`src/design/sv39_ram.sv`:
```
// ----------------------------------------------------------------------------
// sv39_ram
// generic single port ram with registered read
// ----------------------------------------------------------------------------
module sv39_ram #(
  parameter int unsigned WIDTH = 8,
  parameter int unsigned DEPTH = 16
) (
  input  logic                     clk,
  input  logic                     we,
  input  logic [$clog2(DEPTH)-1:0] addr,
  input  logic [WIDTH-1:0]         wdata,
  output logic [WIDTH-1:0]         rdata
);
  logic [WIDTH-1:0] mem [DEPTH];

  always_ff @(posedge clk) begin
    if (we) begin
      mem[addr] <= wdata;
    end
    rdata <= mem[addr];
  end
endmodule

```
`config.mk`:
```
export PLATFORM = sky130hd
export DESIGN_NAME = sv39_ram
export DESIGN_NICKNAME = d
export VERILOG_FILES = /design/src/design/sv39_ram.sv
export SDC_FILE = /design/constraint.sdc
export NUM_CORES = 1
export LEC_CHECK = 0
export ABC_AREA = 1
export BUFFER_PORTS_ARGS = -buffer_cell sky130_fd_sc_hd__buf_2
export CORE_UTILIZATION = 45
export CTS_BUF_LIST = sky130_fd_sc_hd__clkbuf_8
export CTS_CLUSTER_DIAMETER = 40
export DETAILED_ROUTE_END_ITERATION = 7
export GPL_ROUTABILITY_DRIVEN = 0
export HOLD_SLACK_MARGIN = 0.05
export PLACE_DENSITY = 0.63
export SLEW_MARGIN = 10
export SYNTH_ARGS = -nofsm -noshare
export SYNTH_HDL_FRONTEND = slang
export SYNTH_SLANG_ARGS = --single-unit
```
`constraint.sdc`:
```
create_clock -name clk -period 1.7 [get_ports clk]
set_input_delay 0.085 -clock clk [delete_from_list [all_inputs] [get_ports clk]]
set_output_delay 0.085 -clock clk [all_outputs]
set_load 0.01 [all_outputs]
```
==> results of run 1 <==
sequential cells by signal, indices dropped and copies added (netlist names):
name and count:
mem 128, rdata 8
kinds of logic after synthesis:
group                  share of synthesized area (%)
AND/OR/NAND/NOR                                 24.8
buffers and inverters                           3.62
flip-flops                                      71.6
worst paths after layout:
path	startpoint	slack, ps	to
worst max-delay path	mem[0][3]	690	rdata[3]
worst min-delay path	wdata[7]	80	mem[1][7]
worst max register to register	mem[0][3]	690	rdata[3]
worst min register to register	mem[4][4]	720	rdata[4]
worst max-delay path: stages, from the launching register on:
cell,delay [ps]
edfxtp_1,380
nand2_1,80
nand2_1,70
nand2_1,70
nand2_1,50
nand2_1,80
nand2_1,50
inv_1,70
nand2_1,60
metrics by stage:
stage / util (%) / cells
floorplan: - / 548
global placement: 49.7 / 741
detailed placement: 49.7 / 741
CTS: 53.4 / 773
global route: 53.4 / 773
finish: 53.4 / 773
metal layers:
layer	share of wire, %	track usage (%)
met4	2.1	8.51
met2	49	34.4
met1	44	26.7
met3	4.4	4.41
met5	0	0
placed cells by master, fill, tap and decap left out, types with 4 or more instances in the layout:
master       n
clkbuf_8    22
inv_1       24
nand3_1      4
buf_4       24
edfxtp_1   128
bufinv_16    4
nand2_1    346
dfxtp_1      8
buf_2       21
nor2_1      18
power groups by stage:
| stage | clock network (mW) | logic, mW | registers (mW) |
|---|---|---|---|
| 6_report | 2.96 | 0.459 | 3.77 |
| 3_3_place_gp | 0 | 0.459 | 3.84 |
| 2_1_floorplan | 0 | 0.258 | 3.85 |
| 3_5_place_dp | 0 | 0.461 | 3.84 |
| 5_1_grt | 3.12 | 0.524 | 3.77 |
| 4_1_cts | 2.99 | 0.464 | 3.77 |
layout make-up:
type	count	area [um2]	share of cell area [%]
Sequential cell	136	4000	62.1
Multi-Input combinational cell	368	1390	21.5
Timing Repair Buffer	46	305	4.74
Clock buffer	22	303	4.70
Tap cell	168	210	3.26
Clock inverter	10	149	2.31
Inverter	23	86.3	1.34
==> metrics.txt, run 1 <==
Final Critical Period=1010 ps; R2R depth=8; Final WS setup=690 ps; max_cap viols=0; vias=3675; worst skew pair latency=430 ps; CTS tree=done; setup violators final=0; cell taking the most area after synthesis=edfxtp_1; most frequent cell after synthesis=nand2_1; Initial DRT Pass Iterations=6; post-route setup TNS=0 ps; htree depth=4; number of enable flip-flop cells after synthesis=128; clock skew=12.3 ps; Syn Inst Count=548; Sw Ratio=21.3%; Reg power frac=52.4%; Post-synth top cells=nand2_1, edfxtp_1, inv_1, nor2_1, buf_2; power per standard cell area=1110 nW/um2; cell row count=40; unrepaired setup endpoints after global routing=no; Peak VDD IR=0.719 mV; post-route cell area=6440 um2; pin count of the biggest net entering global routing=57; Initial Util=46.4%; Clock Power Share=41.2%; post-synthesis sequential area ratio=71.6%; Critical Path AT=1330 ps; Sw Pwr=1.53 mW; Synth top area share=68.7%; io pins=22; clk sinks=136; FF+latch count, synth=136; critical path class=flip-flop to flip-flop; layout overhead on the synthesized area=15.2%; first-pass GRT wire length=19.5 mm; post-synthesis cell type count=11; hold_ws=84.4 ps; CTS resizes=0; leakage power=2.80 nW; count of pins over their slew limit=0; pre-CTS WS=304 ps; hold_buf cts=0; Worst Max-Slew Pin Slew=421 ps; status=complete, no violations; initial antenna violation count=0; setup bufs post-CTS=0; clock root buffer master=clkbuf_8; total CTS buffers=17; GRT Util Overall=20.8%; layout cells sized above 1=12.6%; final hold vios=0; vias in the first global route=3744; Syn Nets=562; FILL cells=1070; CP Launch Type=flip-flop; Core Region=12100 um2; Avg Vias per Cell=4.75; die width=113 um; CTS max path bufs=2; Req. time, crit path=2020 ps; number of port buffers=21; Yosys Warn Count=0; Synth Flop Type=edfxtp_1; Crit. End Element=flip-flop; ys async rst share=0%; total power=7.18 mW; Slew HR=72.0%; logic gate share of total power=6.4%; grt total ovfl=0; Die ar.=12900 um2; final critical-path share of the clock period=59.4%; Area after DPL=5990 um2; Die Height=113 um; Int Pwr=5.65 mW; dpl hpwl=7.55 mm; WL final=12.1 mm; ant diodes=0; Worst-path clk slew=80 ps; Max FO, Critical Path=1; antenna viol nets, final=0; iteration-0 DRC count of the detailed router=242; layout net count=606; synthesized area per cell=10.2 um2; Post-Syn Area=5590 um2; DRC=0; Avg WL per Cell=15.6 um; Max Freq=0.990 GHz; HP Class=input pin to flip-flop; Hold Path Depth=1; Synth area leaders=edfxtp_1, nand2_1, dfxtp_1, inv_1, nor2_1
No activity file was read; power rests on OpenSTA's default activity.
==> inputs of run 2 (changes only) <==
==> constraint.sdc (replaced) <==
create_clock -name clk -period 0.95 [get_ports clk]
set_input_delay 0.0475 -clock clk [delete_from_list [all_inputs] [get_ports clk]]
set_output_delay 0.0475 -clock clk [all_outputs]
set_load 0.01 [all_outputs]
==> run 2 against run 1 <==
Effect of this change: the run now ends with negative setup slack left; clock power up 65%; sequential power rose by 79%; combinational power grew 120%; maximum frequency is 2.8% higher; via count increased by 0.14%; design area up 4.8%; cell count up 0.78%; largest cell class unchanged; largest power group unchanged.
==> metrics.txt, run 2 (synthesis gave the netlist of run 1 again) <==
vias in the first global route=3839; Clock Power Share=38.6%; Reg power frac=53.3%; commonest non-fill, non-tap cells in the layout=nand2_1, edfxtp_1, buf_2; Req. time, crit path=1280 ps; DRC=0; WL final=12.2 mm; unrepaired setup endpoints after global routing=yes; post-route setup TNS=-74.4 ps; ant diodes=0; logic gate share of total power=8.1%; die width=113 um; clk sinks=136; Sw Ratio=22.3%; final critical-path share of the clock period=103%; pin count of the biggest net entering global routing=33; Die ar.=12900 um2; hold path endpoint=mem[14][1]; Final Critical Period=983 ps; Int Pwr=9.83 mW; grt total ovfl=0; critical path class=flip-flop to flip-flop; CTS tree=done; number of port buffers=21; HP Class=input pin to flip-flop; vias=3680; R2R Setup Slk=-30 ps; antenna viol nets, final=0; worst reg2reg path startpoint=mem[1][0]; power per standard cell area=1870 nW/um2; FILL cells=1051; clock root buffer master=clkbuf_8; layout overhead on the synthesized area=20.8%; Max Freq=1.02 GHz; number of flip-flops in the largest register=128; Sw Pwr=2.82 mW; status=complete, but fails checks; io pins=22; largest registers=mem: 128 flops, rdata: 8 flops; most common cell after layout, fill and taps aside=nand2_1; Worst Max-Slew Pin Slew=421 ps; htree depth=4; Initial DRT Pass Iterations=4; Avg WL per Cell=15.7 um; Reg-to-Reg End=rdata[0]; first-pass GRT wire length=19.7 mm; GRT Util Overall=21.4%; setup violators final=5; Initial Util=46.4%; failing checks=negative setup slack; final hold vios=0; setup bufs post-CTS=0; cell row count=40; Die Height=113 um; post-route cell area=6750 um2; Area after DPL=6240 um2; Max FO, Critical Path=1; Peak VDD IR=1.56 mV; register area=4010 um2; Critical Path AT=1320 ps; Avg Vias per Cell=4.72; CP Launch Type=flip-flop; Worst-path clk slew=80 ps; Final WS setup=-32.7 ps; Crit. End Element=flip-flop; layout cells sized above 1=18.3%; Hold Crit Start=we; clock skew=17.5 ps; leakage power=2.84 nW; total power=12.6 mW; layout net count=612; R2R depth=8; count of pins over their slew limit=0; max_cap viols=0; Core Region=12100 um2; worst skew pair latency=450 ps; initial antenna violation count=0; CTS max path bufs=2; Hold Path Depth=3; dpl hpwl=7.98 mm; Slew HR=71.9%; Biggest register=mem; Multi-input gate area=1590 um2; iteration-0 DRC count of the detailed router=239; total CTS buffers=17
==> run 2: cell type report <==
| cell class | instances | share of cell area, % |
|---|---|---|
| well taps | 168 | 3.11 |
| flip-flops and latches | 136 | 59.3 |
| clock buffers | 17 | 3.46 |
| clock inverters | 15 | 2.52 |
| inverters | 23 | 1.65 |
| repair buffers | 52 | 6.41 |
| multi-input cells | 368 | 23.5 |
==> run 2: how the worst max path moves through the flow <==
stage                          from         end  slack (ps)  cells after the start
after global routing      mem[3][1]    rdata[1]        -120                      8
final                     mem[1][0]    rdata[0]         -30                      8
after global placement      addr[0]   mem[1][3]        -230                      5
after floorplan             addr[1]  mem[13][0]         -50                      5
after detailed placement    addr[0]  mem[13][0]        -250                      5
after CTS                 mem[1][3]    rdata[3]         -20                      8
==> run 2: what timing repair did <==
action	in CTS	in global routing
endpoints found under the hold margin	68	3
resized for setup	12	7
setup endpoints to repair	11	16
pin swaps	23	17
hold buffers	6	2
==> run 2: layer usage <==
metal	wire length, um	up-vias	share of wire, %	GRT usage, %
met1	5470	1739	45	26.4
met5	0	-	0	0
met4	125	0	1.0	7.89
met3	642	14	5.2	6.22
met2	5990	77	49	35.9
li1	-	1850	-	-
==> run 2: stage by stage <==
| stage | util [%] | setup slack, ps | cells | hold WS (ps) |
|---|---|---|---|---|
| 3_3_place_gp | 51.7 | -226 | 739 | 441 |
| 6_report | 56.0 | -32.7 | 779 | 202 |
| 2_1_floorplan | - | -48.6 | 548 | 146 |
| 4_1_cts | 55.7 | -24.7 | 777 | 54.8 |
| 3_5_place_dp | 51.7 | -251 | 739 | 441 |
| 5_1_grt | 56.0 | -117 | 779 | 174 |
==> run 2: critical path, cell delays in order, from the launching register on <==
cell	delay (ps)
edfxtp_1	370
nand2_1	80
nand2_1	50
nand2_1	50
nand2_1	60
nand2_1	80
nand2_2	60
inv_2	70
nand2_1	50
==> run 2: power by group through the flow <==
stage | sequential, mW | combinational [mW] | clock [mW]
5_1_grt | 6.75 | 1.13 | 5.24
3_5_place_dp | 6.87 | 0.975 | 0
3_3_place_gp | 6.87 | 0.967 | 0
6_report | 6.74 | 1.02 | 4.89
2_1_floorplan | 6.89 | 0.559 | 0
4_1_cts | 6.74 | 1.01 | 4.94
